### src/rtl/rebe_pkg.sv
package rebe_pkg;

	localparam int VAL_W      = 32;
	localparam int QUO_W      = 32;
	localparam int ORDER_W    = 5;
	localparam int CFG_IDX_W  = 2;
	localparam int CFG_DATA_W = 32;

	localparam logic [ORDER_W-1:0]    ORDER_RST = ORDER_W'(16);
	localparam logic [CFG_DATA_W-1:0] COND_RST  = CFG_DATA_W'(65536);
	localparam logic [CFG_DATA_W-1:0] LEVEL_RST = CFG_DATA_W'(65536);

	localparam logic [CFG_IDX_W-1:0] CFG_ORDER = 2'd0;
	localparam logic [CFG_IDX_W-1:0] CFG_COND  = 2'd1;
	localparam logic [CFG_IDX_W-1:0] CFG_LEVEL = 2'd2;

	typedef enum logic [1:0] {
		CMD_LOAD_A = 2'd0,
		CMD_LOAD_B = 2'd1,
		CMD_LOAD_X = 2'd2,
		CMD_START  = 2'd3
	} cmd_t;

	typedef enum logic [1:0] {
		STATUS_OK     = 2'd0,
		STATUS_B_ZERO = 2'd1,
		STATUS_SAT    = 2'd2
	} status_t;

	typedef enum logic [2:0] {
		MUL_NONE,
		MUL_MAC,
		MUL_BB,
		MUL_RLL,
		MUL_RHL,
		MUL_RHH,
		MUL_CN_LO,
		MUL_CN_HI
	} mul_op_t;

	typedef struct packed {
		cmd_t               cmd;
		logic [3:0]         row;
		logic [3:0]         col;
		logic signed [31:0] value;
	} in_req_t;

	typedef struct packed {
		logic [31:0] error_bound;
		logic        is_acceptable;
		status_t     status;
	} out_rsp_t;

	typedef struct packed {
		logic                  we;
		logic [CFG_IDX_W-1:0]  idx;
		logic [CFG_DATA_W-1:0] data;
	} cfg_wr_t;

	typedef struct packed {
		logic    clr;
		logic    rd_en;
		logic    row_end;
		mul_op_t mul_op;
		logic    sq_load;
		logic    sq_step;
		logic    sq_store;
		logic    sq_sel;
		logic    div_load;
		logic    div_step;
		logic    res_load;
		status_t res_sel;
	} dp_cmd_t;

	typedef struct packed {
		logic nb_zero;
		logic sat;
	} dp_stat_t;

endpackage

### src/rtl/rebe_ctrl.sv
module rebe_ctrl #(
	parameter int MAX_ORDER = 16,
	parameter int IDX_W     = 4,
	parameter int CNT_W     = 5,
	parameter int RT_W      = 57
) (
	input  logic                clk,
	input  logic                arst_n,
	input  logic                req_valid,
	output logic                req_ready,
	input  rebe_pkg::in_req_t   req,
	output logic                rsp_valid,
	input  logic                rsp_ready,
	input  rebe_pkg::cfg_wr_t   cfg,
	output rebe_pkg::dp_cmd_t   cmd,
	output logic [IDX_W-1:0]    rd_row,
	output logic [IDX_W-1:0]    rd_col,
	input  rebe_pkg::dp_stat_t  stat
);

	localparam int QW    = rebe_pkg::QUO_W;
	localparam int STP_W = $clog2(((RT_W > QW) ? RT_W : QW) + 1);

	typedef enum logic [4:0] {
		ST_IDLE, ST_MAC, ST_W1, ST_W2, ST_ROW_END, ST_BB, ST_RLL, ST_RHL, ST_RHH,
		ST_SUM_WAIT, ST_SQ_LOAD, ST_SQ_STEP, ST_SQ_STORE, ST_CHECK_NB,
		ST_CN_LO, ST_CN_HI, ST_NUM_WAIT, ST_DIV_LOAD, ST_DIV_CHECK, ST_DIV_STEP,
		ST_FINISH
	} state_t;

	state_t                          state_q;
	logic [IDX_W-1:0]                i_q, j_q;
	logic [STP_W-1:0]                stp_q;
	logic                            sel_q;
	rebe_pkg::status_t               res_q;
	logic [rebe_pkg::ORDER_W-1:0]    order_q;
	logic                            rsp_valid_q;
	logic [CNT_W-1:0]                n_use;
	logic                            last_i, last_j, start, emit;

	assign n_use  = (int'(order_q) > MAX_ORDER) ? CNT_W'(MAX_ORDER) : CNT_W'(order_q);
	assign last_i = CNT_W'(i_q) + CNT_W'(1) == n_use;
	assign last_j = CNT_W'(j_q) + CNT_W'(1) == n_use;
	assign start  = req_valid && req.cmd == rebe_pkg::CMD_START;
	assign emit   = !rsp_valid_q || rsp_ready;

	assign req_ready = state_q == ST_IDLE;
	assign rsp_valid = rsp_valid_q;
	assign rd_row    = i_q;
	assign rd_col    = j_q;

	always_comb begin
		cmd         = '0;
		cmd.sq_sel  = sel_q;
		cmd.res_sel = res_q;
		unique case (state_q)
			ST_IDLE:     cmd.clr      = start;
			ST_MAC:      cmd.rd_en    = 1'b1;
			ST_ROW_END:  cmd.row_end  = 1'b1;
			ST_BB:       cmd.mul_op   = rebe_pkg::MUL_BB;
			ST_RLL:      cmd.mul_op   = rebe_pkg::MUL_RLL;
			ST_RHL:      cmd.mul_op   = rebe_pkg::MUL_RHL;
			ST_RHH:      cmd.mul_op   = rebe_pkg::MUL_RHH;
			ST_SQ_LOAD:  cmd.sq_load  = 1'b1;
			ST_SQ_STEP:  cmd.sq_step  = 1'b1;
			ST_SQ_STORE: cmd.sq_store = 1'b1;
			ST_CN_LO:    cmd.mul_op   = rebe_pkg::MUL_CN_LO;
			ST_CN_HI:    cmd.mul_op   = rebe_pkg::MUL_CN_HI;
			ST_DIV_LOAD: cmd.div_load = 1'b1;
			ST_DIV_STEP: cmd.div_step = 1'b1;
			ST_FINISH:   cmd.res_load = emit;
			default: ;
		endcase
	end

	always_ff @(posedge clk or negedge arst_n) begin
		if (!arst_n) begin
			state_q     <= ST_IDLE;
			i_q         <= '0;
			j_q         <= '0;
			stp_q       <= '0;
			sel_q       <= 1'b0;
			res_q       <= rebe_pkg::STATUS_OK;
			order_q     <= rebe_pkg::ORDER_RST;
			rsp_valid_q <= 1'b0;
		end else begin
			if (cfg.we && cfg.idx == rebe_pkg::CFG_ORDER)
				order_q <= cfg.data[rebe_pkg::ORDER_W-1:0];
			if (state_q == ST_FINISH && emit)
				rsp_valid_q <= 1'b1;
			else if (rsp_valid_q && rsp_ready)
				rsp_valid_q <= 1'b0;
			unique case (state_q)
				ST_IDLE: begin
					if (start) begin
						i_q     <= '0;
						j_q     <= '0;
						sel_q   <= 1'b0;
						state_q <= (n_use == '0) ? ST_SUM_WAIT : ST_MAC;
					end
				end
				ST_MAC: begin
					if (last_j)
						state_q <= ST_W1;
					else
						j_q <= j_q + IDX_W'(1);
				end
				ST_W1:      state_q <= ST_W2;
				ST_W2:      state_q <= ST_ROW_END;
				ST_ROW_END: state_q <= ST_BB;
				ST_BB:      state_q <= ST_RLL;
				ST_RLL:     state_q <= ST_RHL;
				ST_RHL:     state_q <= ST_RHH;
				ST_RHH: begin
					if (last_i) begin
						state_q <= ST_SUM_WAIT;
					end else begin
						i_q     <= i_q + IDX_W'(1);
						j_q     <= '0;
						state_q <= ST_MAC;
					end
				end
				ST_SUM_WAIT: state_q <= ST_SQ_LOAD;
				ST_SQ_LOAD: begin
					stp_q   <= STP_W'(RT_W - 1);
					state_q <= ST_SQ_STEP;
				end
				ST_SQ_STEP: begin
					if (stp_q == '0)
						state_q <= ST_SQ_STORE;
					else
						stp_q <= stp_q - STP_W'(1);
				end
				ST_SQ_STORE: begin
					if (sel_q) begin
						state_q <= ST_CHECK_NB;
					end else begin
						sel_q   <= 1'b1;
						state_q <= ST_SQ_LOAD;
					end
				end
				ST_CHECK_NB: begin
					if (stat.nb_zero) begin
						res_q   <= rebe_pkg::STATUS_B_ZERO;
						state_q <= ST_FINISH;
					end else begin
						state_q <= ST_CN_LO;
					end
				end
				ST_CN_LO:    state_q <= ST_CN_HI;
				ST_CN_HI:    state_q <= ST_NUM_WAIT;
				ST_NUM_WAIT: state_q <= ST_DIV_LOAD;
				ST_DIV_LOAD: state_q <= ST_DIV_CHECK;
				ST_DIV_CHECK: begin
					if (stat.sat) begin
						res_q   <= rebe_pkg::STATUS_SAT;
						state_q <= ST_FINISH;
					end else begin
						res_q   <= rebe_pkg::STATUS_OK;
						stp_q   <= STP_W'(QW - 1);
						state_q <= ST_DIV_STEP;
					end
				end
				ST_DIV_STEP: begin
					if (stp_q == '0)
						state_q <= ST_FINISH;
					else
						stp_q <= stp_q - STP_W'(1);
				end
				ST_FINISH: begin
					// hold the result until the output register is free
					if (emit)
						state_q <= ST_IDLE;
				end
				default: state_q <= ST_IDLE;
			endcase
		end
	end

endmodule

### config.mk
export PLATFORM = sky130hd
export DESIGN_NAME = rebe_ctrl
export DESIGN_NICKNAME = d
export VERILOG_FILES = /design/src/rtl/rebe_pkg.sv /design/src/rtl/rebe_ctrl.sv
export SDC_FILE = /design/constraint.sdc
export NUM_CORES = 1
export LEC_CHECK = 0
export ABC_CLOCK_PERIOD_IN_PS = 6800
export BUFFER_PORTS_ARGS = -buffer_cell sky130_fd_sc_hd__buf_2
export CAP_MARGIN = 20
export CORE_AREA = 2 2 64 72
export DETAILED_ROUTE_END_ITERATION = 7
export DIE_AREA = 0 0 66 74
export PLACE_DENSITY = 0.84
export REMOVE_ABC_BUFFERS = 1
export SLEW_MARGIN = 10
export SYNTH_ARGS = -nofsm -noshare
export SYNTH_HDL_FRONTEND = slang
export SYNTH_SLANG_ARGS = --single-unit
export TNS_END_PERCENT = 50
### constraint.sdc
create_clock -name clk -period 6.8 [get_ports clk]
set_clock_uncertainty 0.2 [all_clocks]
set_input_delay 1.02 -clock clk [delete_from_list [all_inputs] [get_ports clk]]
set_output_delay 1.02 -clock clk [all_outputs]
set_load 0.005 [all_outputs]
==> flow_summary.toml, run 1 <==
[clock_tree]
cts.hold.buffers_added = 0
clk_path_buf_depth = 2
cts_tree = "done"
clk_pin_slew_ns = 0.09
clk_latency_ns = 0.27
post_cts_buffers = 0
cts_resized = 0
clkSinkCount = 28
cts-buffers-inserted = 3
htreeDepth = 1
clockRootBuffer = "clkbuf_8"

[yosys]
synth_area_um2 = 1950
synth_compound_area_frac = 0.199
yosysUniqueCellTypes = 52
yosysTopAreaCell = "dfrtp_1"
synth_top_family_by_area = "simple AND/OR/NAND/NOR gates"
synth-edff-count = 0
yosys-top-cells-area = "dfrtp_1, nand2_1, o21ai_0, a21oi_1, xnor2_1"
syn_area_per_cell_um2 = 8.15
synth_xor_area_frac = 0.0520
yosysSeqAreaShare = 0.360
synth_simple_gate_area_frac = 0.289
synthMuxAreaShare = 0.0328
netlist_instances = 239
synth-main-ff-cell = "dfrtp_1"
ys_seq_elements = 28
synthAdderAreaFrac = 0.0193
synth_commonest_cells = "nand2_1, dfrtp_1, o21ai_0, nor2_1, a21oi_1"
yosysWarningCount = 0
synth_top_area_frac = 0.347
synthArstFlopShare = 1.00
yosysMostFrequentCell = "nand2_1"

[power_and_ir_drop]
combPwrFrac = 0.485
swShare = 0.428
power_density_nw_per_um2 = 413
p_switching_mw = 0.393
power.internal_mw = 0.525
p_leak_nw = 1.05
ir_drop_mv = 0.170
p_seq_frac = 0.372
pwr-share-clk = 0.143

[global_route]
grt.total_usage = 0.188
grt_overflow = 0
grt_max_degree = 29
grt_pass1_wl_um = 7220
antenna_found_initial = 0
grt_pass1_vias = 1578

[layout]
drive_gt1_frac = 0.200
post-route-util = 0.531
fillCellCount = 398
syn_to_final_growth_pct = 14.2
num_antenna_cells = 0
nets = 357

[sta]
fin_tns_setup_ns = 0
grt_setup_unrepaired = "false"
slew_violations = 0
setup_viol = 0
fin_crit_ns = 3.33
worstMarginPinSlew_ns = 0.716
hold_viol = 0
maxSlewHeadroom = 0.521
clock.fmax_mhz = 301
fin_crit_sh = 0.489

[die]
dieArea_um2 = 4880
die_height_um = 74
die_width_um = 66
core_area_um2 = 4190
initial_core_util = 0.465
num_rows = 25
ios = 108

[worst_setup_path]
cp_slowest_stage_delay_ns = 0.60
path_class = "flop to output pin"
start_kind = "flop"
path_max_fanout = 19
endpoint_kind = "output pin"
cp.arrival_ns = 2.11
cp_cell_sequence = "or2_1 -> nor2_1 -> nand2_1 -> inv_2 -> nand4_1 -> inv_2 -> buf_2"
crit_slowest_cell = "dfrtp_1"
crit_required_ns = 5.58
critical_path.most_common_cell = "inv_2"

[routing]
drc = 0
drtIter0Drc = 216
wirelength_um = 4440
wl_per_cell_um = 13.7
via_count = 1825
drt_pass1_iterations = 4
drtAntennaViolNets = 0
vias_per_cell = 5.63

[job]
drv_cap = 0

[placement]
dp_hpwl_um = 3200
gp_congestion = 0.825
port_buffers = 40

[run_status]
status = "finished clean"

[min_path]
min_path_type = "flop to flop"
flip-flops by register name (all words and copies together) (netlist names):
| name | flops |
|---|---|
| stp_q | 6 |
| order_q | 5 |
| state_q | 5 |
| rd_col | 4 |
| rd_row | 4 |
| res_q | 2 |
| rsp_valid | 1 |
| sel_q | 1 |
cell families (layout without fill, tap and decap cells):
logic type / after synthesis / after routing
AO/OA/AOI/OAI: 61 / 61
XOR/XNOR: 10 / 10
adder cells (fa/ha/maj): 3 / 3
buffers and inverters: 21 / 52
flip-flops: 28 / 28
multiplexers: 6 / 6
AND/OR/NAND/NOR: 110 / 110
final cells by class:
class                   instances  area (um^2)  area share
multi-input cells             190         1150       0.519
flip-flops and latches         28          702       0.316
repair buffers                 40          200      0.0900
well taps                      54         67.6      0.0304
clock buffers                   3         41.3      0.0186
clock inverters                 1         30.0      0.0135
inverters                       8         30.0      0.0135
critical path: cells and delay by family, from the launching register on:
family,cells,cell delay (ns)
AND/OR/NAND/NOR,4,0.90
flip-flops,1,0.60
buffers and inverters,3,0.34
metrics by stage:
stage / setup WS, ns / instance area [um^2] / hold slack, ns / power (mW) / cells
2_1_floorplan: 4.18 / 1890 / 0.257 / 0.646 / 226
3_3_place_gp: 3.85 / 2150 / 0.292 / 0.765 / 320
3_5_place_dp: 3.83 / 2150 / 0.297 / 0.783 / 320
4_1_cts: 3.50 / 2220 / 0.315 / 0.920 / 324
5_1_grt: 3.30 / 2220 / 0.349 / 0.996 / 324
6_report: 3.47 / 2220 / 0.308 / 0.918 / 324
power groups by stage:
| stage | logic, mW | clock network [mW] | registers (mW) |
|---|---|---|---|
| 6_report | 0.445 | 0.131 | 0.342 |
| 5_1_grt | 0.498 | 0.140 | 0.358 |
| 4_1_cts | 0.447 | 0.136 | 0.338 |
| 3_5_place_dp | 0.443 | 0 | 0.340 |
| 3_3_place_gp | 0.427 | 0 | 0.338 |
| 2_1_floorplan | 0.330 | 0 | 0.315 |
path summary, 6_finish.rpt:
kind	slack, ns	from	end	cells past startpoint
max	3.47	state_q[1]$_DFFE_PN0P_	cmd[14]	7
min	0.31	stp_q[3]$_DFFE_PN0P_	stp_q[3]$_DFFE_PN0P_	1
max reg2reg	4.23	state_q[2]$_DFFE_PN0P_	rd_col[1]$_DFFE_PN0P_	6
min reg2reg	0.31	stp_q[3]$_DFFE_PN0P_	stp_q[3]$_DFFE_PN0P_	1
max in group asynchronous	5.42	arst_n	state_q[2]$_DFFE_PN0P_	1
min in group asynchronous	0.56	arst_n	res_q[1]$_DFFE_PN0P_	1
placed cells by master, fill, tap and decap left out, drive strengths merged, types with 4 or more instances in the layout:
cell,count
buf,40
nand2,38
dfrtp,27
o21ai,24
nor2,14
a21oi,13
nor3,10
nand2b,9
nor2b,9
nand3,9
inv,8
xnor2,7
o211ai,5
and3,5
nor3b,4
routing by layer:
layer	routed length (um)	global-route usage	vias up
li1	-	-	905
met1	1990	0.266	858
met2	2200	0.314	58
met3	203	0.0166	4
met4	41	0.0454	0
met5	0	0	-
No activity file was read; power rests on OpenSTA's default activity.
==> run 2: changes to the inputs <==
--- a/config.mk
+++ b/config.mk
@@ -5,13 +5,13 @@
 export SDC_FILE = /design/constraint.sdc
 export NUM_CORES = 1
 export LEC_CHECK = 0
-export ABC_CLOCK_PERIOD_IN_PS = 6800
+export ABC_CLOCK_PERIOD_IN_PS = 3050
 export BUFFER_PORTS_ARGS = -buffer_cell sky130_fd_sc_hd__buf_2
 export CAP_MARGIN = 20
-export CORE_AREA = 2 2 64 72
+export CORE_AREA = 2 2 70 79
 export DETAILED_ROUTE_END_ITERATION = 7
-export DIE_AREA = 0 0 66 74
-export PLACE_DENSITY = 0.84
+export DIE_AREA = 0 0 72 81
+export PLACE_DENSITY = 0.74
 export REMOVE_ABC_BUFFERS = 1
 export SLEW_MARGIN = 10
 export SYNTH_ARGS = -nofsm -noshare
==> constraint.sdc (replaced) <==
create_clock -name clk -period 3.05 [get_ports clk]
set_clock_uncertainty 0.2 [all_clocks]
set_input_delay 0.4575 -clock clk [delete_from_list [all_inputs] [get_ports clk]]
set_output_delay 0.4575 -clock clk [all_outputs]
set_load 0.005 [all_outputs]
==> run 2 against run 1 <==
Sequential power rose by 100%. The flow now finishes with violations (hold timing). Final area rose by 1.7%. Via count rose by 0.27%. Register-to-register slack got worse by 3.6 ns.
==> flow_summary.toml, run 2 (synthesis gave the netlist of run 1 again) <==
[run_status]
status = "complete, but fails checks"
violations = "hold timing"

[die]
core_area_um2 = 5150
num_rows = 28
dieArea_um2 = 5830
die_width_um = 72
initial_core_util = 0.378
die_height_um = 81
ios = 108

[worst_setup_path]
path_max_fanout = 11
start_kind = "flop"
path_class = "flop to output pin"
crit_required_ns = 2.39
cp-startpoint = "state_q[1]$_DFFE_PN0P_"
reg2reg_from = "state_q[0]$_DFFE_PN0P_"
endpoint_kind = "output pin"
cp.arrival_ns = 1.99

[sta]
worstMarginPinSlew_ns = 0.789
hold_viol = 18
fin_crit_sh = 0.867
maxSlewHeadroom = 0.473
fin_tns_setup_ns = 0
fin_crit_ns = 2.64
grt_setup_unrepaired = "false"
setup_viol = 0
slew_violations = 0
clock.fmax_mhz = 378
whs_ns = -0.0117

[clock_tree]
clk_latency_ns = 0.28
post_cts_buffers = 0
cts_resized = 0
clk_path_buf_depth = 2
htreeDepth = 1
clockRootBuffer = "clkbuf_8"
clk_pin_slew_ns = 0.10
cts.hold.buffers_added = 0
cts-buffers-inserted = 3
cts_tree = "done"
clkSinkCount = 28

[routing]
drtIter0Drc = 190
wirelength_um = 4550
via_count = 1830
drc = 0
drtAntennaViolNets = 0
wl_per_cell_um = 13.6
vias_per_cell = 5.48
drt_pass1_iterations = 4

[power_and_ir_drop]
ir_drop_mv = 0.266
p_leak_nw = 1.07
power_density_nw_per_um2 = 921
p_total_mw = 2.08

[global_route]
grt_pass1_vias = 1649
grt_overflow = 0
grt.total_usage = 0.160
grt_max_degree = 29
antenna_found_initial = 0
grt_pass1_wl_um = 7580

[layout]
final_common_cell = "buf_2"
largest_registers = "stp_q: 6 flops, order_q: 5 flops, state_q: 5 flops"
largest-register = "stp_q"
num_antenna_cells = 0
post-route-util = 0.439
stdcell_count = 334
final_cell_mix = "buf_2, nand2_1, dfrtp_1, o21ai_0, nor2_1"
drive_gt1_frac = 0.212
syn_to_final_growth_pct = 16.1
largest_reg_flops = 6
nets = 361

[placement]
dp_hpwl_um = 3380
gp_congestion = 0.866
dp_cells = 330
port_buffers = 40

[min_path]
min_path_type = "input pin to asynchronous set/reset pin"

[job]
drv_cap = 0
==> run 2: changes by cell type in the layout (fill, tap and decap cells not counted) <==
cell | previous run | this run
buf_4 | 0 | 4
==> run 2: area by class of cell <==
type / instances / area, um^2
fillers: 503 / 2890
multi-input cells: 190 / 1150
flip-flops and latches: 28 / 702
repair buffers: 44 / 230
well taps: 60 / 75.1
clock buffers: 3 / 41.3
clock inverters: 1 / 30.0
inverters: 8 / 30.0
==> run 2: stage by stage <==
step           instance area, um^2  setup WS [ns]
6_report                      2260          0.405
5_1_grt                       2260          0.200
4_1_cts                       2260          0.383
3_5_place_dp                  2190          0.659
3_3_place_gp                  2190          0.679
2_1_floorplan                 1890          0.716
==> run 2: final timing paths <==
path,cells past startpoint,endpoint,slack [ns]
max,7,cmd[14],0.41
min,1,stp_q[0]$_DFFE_PN0P_,-0.01
max reg2reg,6,rd_col[1]$_DFFE_PN0P_,0.65
min reg2reg,1,stp_q[3]$_DFFE_PN0P_,0.30
max in group asynchronous,1,rd_col[2]$_DFFE_PN0P_,2.24
min in group clk,3,order_q[2]$_DFFE_PN0P_,0.19
==> run 2: where the power goes <==
| group | internal, mW | leakage (nW) | switching, mW | total [mW] |
|---|---|---|---|---|
| Sequential | 0.507 | 0.344 | 0.186 | 0.693 |
| Combinational | 0.520 | 0.692 | 0.574 | 1.09 |
| Clock | 0.176 | 0.0357 | 0.121 | 0.297 |
==> run 2: critical path, cell delays in order (launching register included) <==
cell and delay, ns:
dfrtp_1 0.50, or2_1 0.30, nor2_1 0.16, nand2_1 0.11
inv_2 0.10, nand4_1 0.29, inv_2 0.13, buf_2 0.12
==> run 2: per-layer routing <==
layer / global-route usage / vias up / routed length (um)
li1: - / 919 / -
met1: 0.226 / 861 / 2140
met2: 0.261 / 46 / 2180
met3: 0.0136 / 4 / 179
met4: 0.0491 / 0 / 50
met5: 0 / - / 0
==> run 3: changes to the inputs <==
--- a/config.mk
+++ b/config.mk
@@ -5,7 +5,7 @@
 export SDC_FILE = /design/constraint.sdc
 export NUM_CORES = 1
 export LEC_CHECK = 0
-export ABC_CLOCK_PERIOD_IN_PS = 3050
+export ABC_CLOCK_PERIOD_IN_PS = 2400
 export BUFFER_PORTS_ARGS = -buffer_cell sky130_fd_sc_hd__buf_2
 export CAP_MARGIN = 20
 export CORE_AREA = 2 2 70 79
==> constraint.sdc (replaced) <==
create_clock -name clk -period 2.4 [get_ports clk]
set_clock_uncertainty 0.2 [all_clocks]
set_input_delay 0.36 -clock clk [delete_from_list [all_inputs] [get_ports clk]]
set_output_delay 0.36 -clock clk [all_outputs]
set_load 0.005 [all_outputs]
==> run 3 against run 2 <==
The flow now finishes without violations. Sequential share of layout area decreased by 1.8 points. Cell count grew 5.7%. Via count increased by 5.2%. Final area up 6.1%. Clock power fell by 11%. Sequential cell count unchanged. Hold slack better by 0.11 ns. Setup slack got worse by 0.39 ns. Combinational power up 55%. Critical endpoint unchanged. Clock-buffer cell count rose by 1. Highest routed layer unchanged. First-iteration DRC count is 38% lower.
==> flow_summary.toml, run 3 (synthesis gave the netlist of run 1 again) <==
[clock_tree]
clockRootBuffer = "clkbuf_8"
clk_pin_slew_ns = 0.10
cts-buffers-inserted = 3
clk_latency_ns = 0.27
htreeDepth = 1
clkSinkCount = 28
clk_path_buf_depth = 2
cts_tree = "done"

[worst_setup_path]
critical_path.most_common_cell = "inv_2"
cp-startpoint = "state_q[0]$_DFFE_PN0P_"
path_class = "flop to output pin"
critPathCapture = "cmd[14]"
start_kind = "flop"
path_depth = 8
cp_cell_sequence = "buf_6 -> or2_4 -> nor2_4 -> nand2_2 -> inv_2 -> nand4_1 -> inv_2 -> buf_2"
crit_slowest_cell = "dfrtp_1"
cp_slowest_stage_delay_ns = 0.40
crit_buf_inv = 4
reg2reg_from = "state_q[2]$_DFFE_PN0P_"
cp.arrival_ns = 1.82
crit_required_ns = 1.84
r2r_slack_ns = 0.07
reg2reg_to = "rd_col[1]$_DFFE_PN0P_"
endpoint_kind = "output pin"
path_max_fanout = 8
path_delay_family = "simple AND/OR/NAND/NOR gates"
ff2ff_path_depth = 6

[sta]
grt_setup_unrepaired = "true"
fin_crit_sh = 0.993
setup_viol = 0
slew_violations = 0
clock.fmax_mhz = 420
maxSlewHeadroom = 0.582
hold_viol = 0
fin_crit_ns = 2.38
worstMarginPinSlew_ns = 0.627
whs_ns = 0.0961

[placement]
dp_cells = 336
dp_hpwl_um = 3370
port_buffers = 40
gp_congestion = 0.855

[global_route]
antenna_found_initial = 0
grt_pass1_wl_um = 7640
grt_pass1_vias = 1694
grt_overflow = 0
grt.total_usage = 0.164
grt_max_degree = 29

[routing]
vias_per_cell = 5.45
wirelength_um = 4760
drc = 0
via_count = 1925
drtIter0Drc = 118
drt_pass1_iterations = 4
drtAntennaViolNets = 0
wl_per_cell_um = 13.5

[layout]
num_antenna_cells = 0
final_common_cell = "buf_2"
largest_reg_flops = 6
nets = 380
largest-register = "stp_q"
stdcell_count = 353
largest_registers = "stp_q: 6 flops, order_q: 5 flops, state_q: 5 flops"
drive_gt1_frac = 0.266
syn_to_final_growth_pct = 23.2
fillCellCount = 484
final_cell_mix = "buf_2, nand2_1, dfrtp_1, buf_4, o21ai_0"

[die]
die_width_um = 72
initial_core_util = 0.378
num_rows = 28
core_area_um2 = 5150
dieArea_um2 = 5830
die_height_um = 81
ios = 108

[power_and_ir_drop]
p_total_mw = 2.78
power_density_nw_per_um2 = 1160
ir_drop_mv = 0.354
p_leak_nw = 1.15

[min_path]
min_path_type = "input pin to flop"

[job]
drv_cap = 0

[run_status]
status = "finished clean"
run 3: cell types whose count changed in the layout (fill, tap and decap cells not counted):
| cell | previous run | this run |
|---|---|---|
| or2_1 | 2 | 1 |
| nand2_1 | 38 | 37 |
| or2_4 | 0 | 1 |
| nand2_2 | 0 | 1 |
| dlygate4sd3_1 | 0 | 1 |
| buf_6 | 0 | 2 |
| buf_4 | 4 | 20 |
| bufinv_16 | 1 | 0 |
| nor2_4 | 0 | 1 |
| clkbuf_1 | 0 | 1 |
| nor2_1 | 14 | 13 |
run 3: worst min-delay path, stage by stage:
cell and delay (ns):
buf_2 0.08, nand2_1 0.04, o21ai_0 0.06
run 3: worst min path at each step:
| stage | startpoint | end | slack [ns] | cells after the start |
|---|---|---|---|---|
| 3_5_place_dp | arst_n | stp_q[2]$_DFFE_PN0P_ | 0.21 | 1 |
| 5_1_grt | cfg[2] | order_q[2]$_DFFE_PN0P_ | 0.09 | 3 |
| 2_1_floorplan | arst_n | order_q[0]$_DFFE_PN0P_ | -0.14 | 0 |
| 3_3_place_gp | arst_n | stp_q[0]$_DFFE_PN0P_ | 0.22 | 1 |
| 6_report | cfg[2] | order_q[2]$_DFFE_PN0P_ | 0.1 | 3 |
| 4_1_cts | cfg[2] | order_q[2]$_DFFE_PN0P_ | 0.09 | 3 |
run 3: per-layer routing:
layer,part of all wire,GRT usage,vias up
met2,0.50,0.281,46
li1,-,-,954
met3,0.036,0.0149,2
met1,0.45,0.222,923
met5,0,0,-
met4,0.0065,0.0434,0
run 3: layout make-up:
cell class                 instances  area [um^2]  share of cell area
tap                               60         75.1              0.0313
inverter                           8         30.0              0.0125
sequential                        28          702               0.292
clock buffer                       4         45.0              0.0188
multi-input combinational        190         1170               0.486
timing repair buffer              63          383               0.159
run 3: power by group:
group / switching (mW) / internal (mW) / total [mW]
Sequential: 0.174 / 0.645 / 0.819
Clock: 0.146 / 0.119 / 0.265
Combinational: 0.862 / 0.833 / 1.69
Total: 1.18 / 1.60 / 2.78
run 3: metrics by stage:
stage,util,setup TNS [ns],setup slack [ns],cell area [um^2]
after floorplan,-,0,0.0657,1890
after global placement,0.434,0,0.131,2240
after detailed placement,0.434,0,0.0980,2240
after CTS,0.448,0,0.0182,2310
after global routing,0.466,-0.0718,-0.0718,2400
final,0.466,0,0.0166,2400
run 3: what timing repair did:
| action | CTS | global route |
|---|---|---|
| gates resized for setup | 3 | 3 |
| setup endpoints to repair | 1 | 1 |
| buffers inserted | 1 | 11 |
| hold buffers | 1 | 0 |
| pin swaps | 1 | 1 |
| hold endpoints to repair | 27 | 0 |
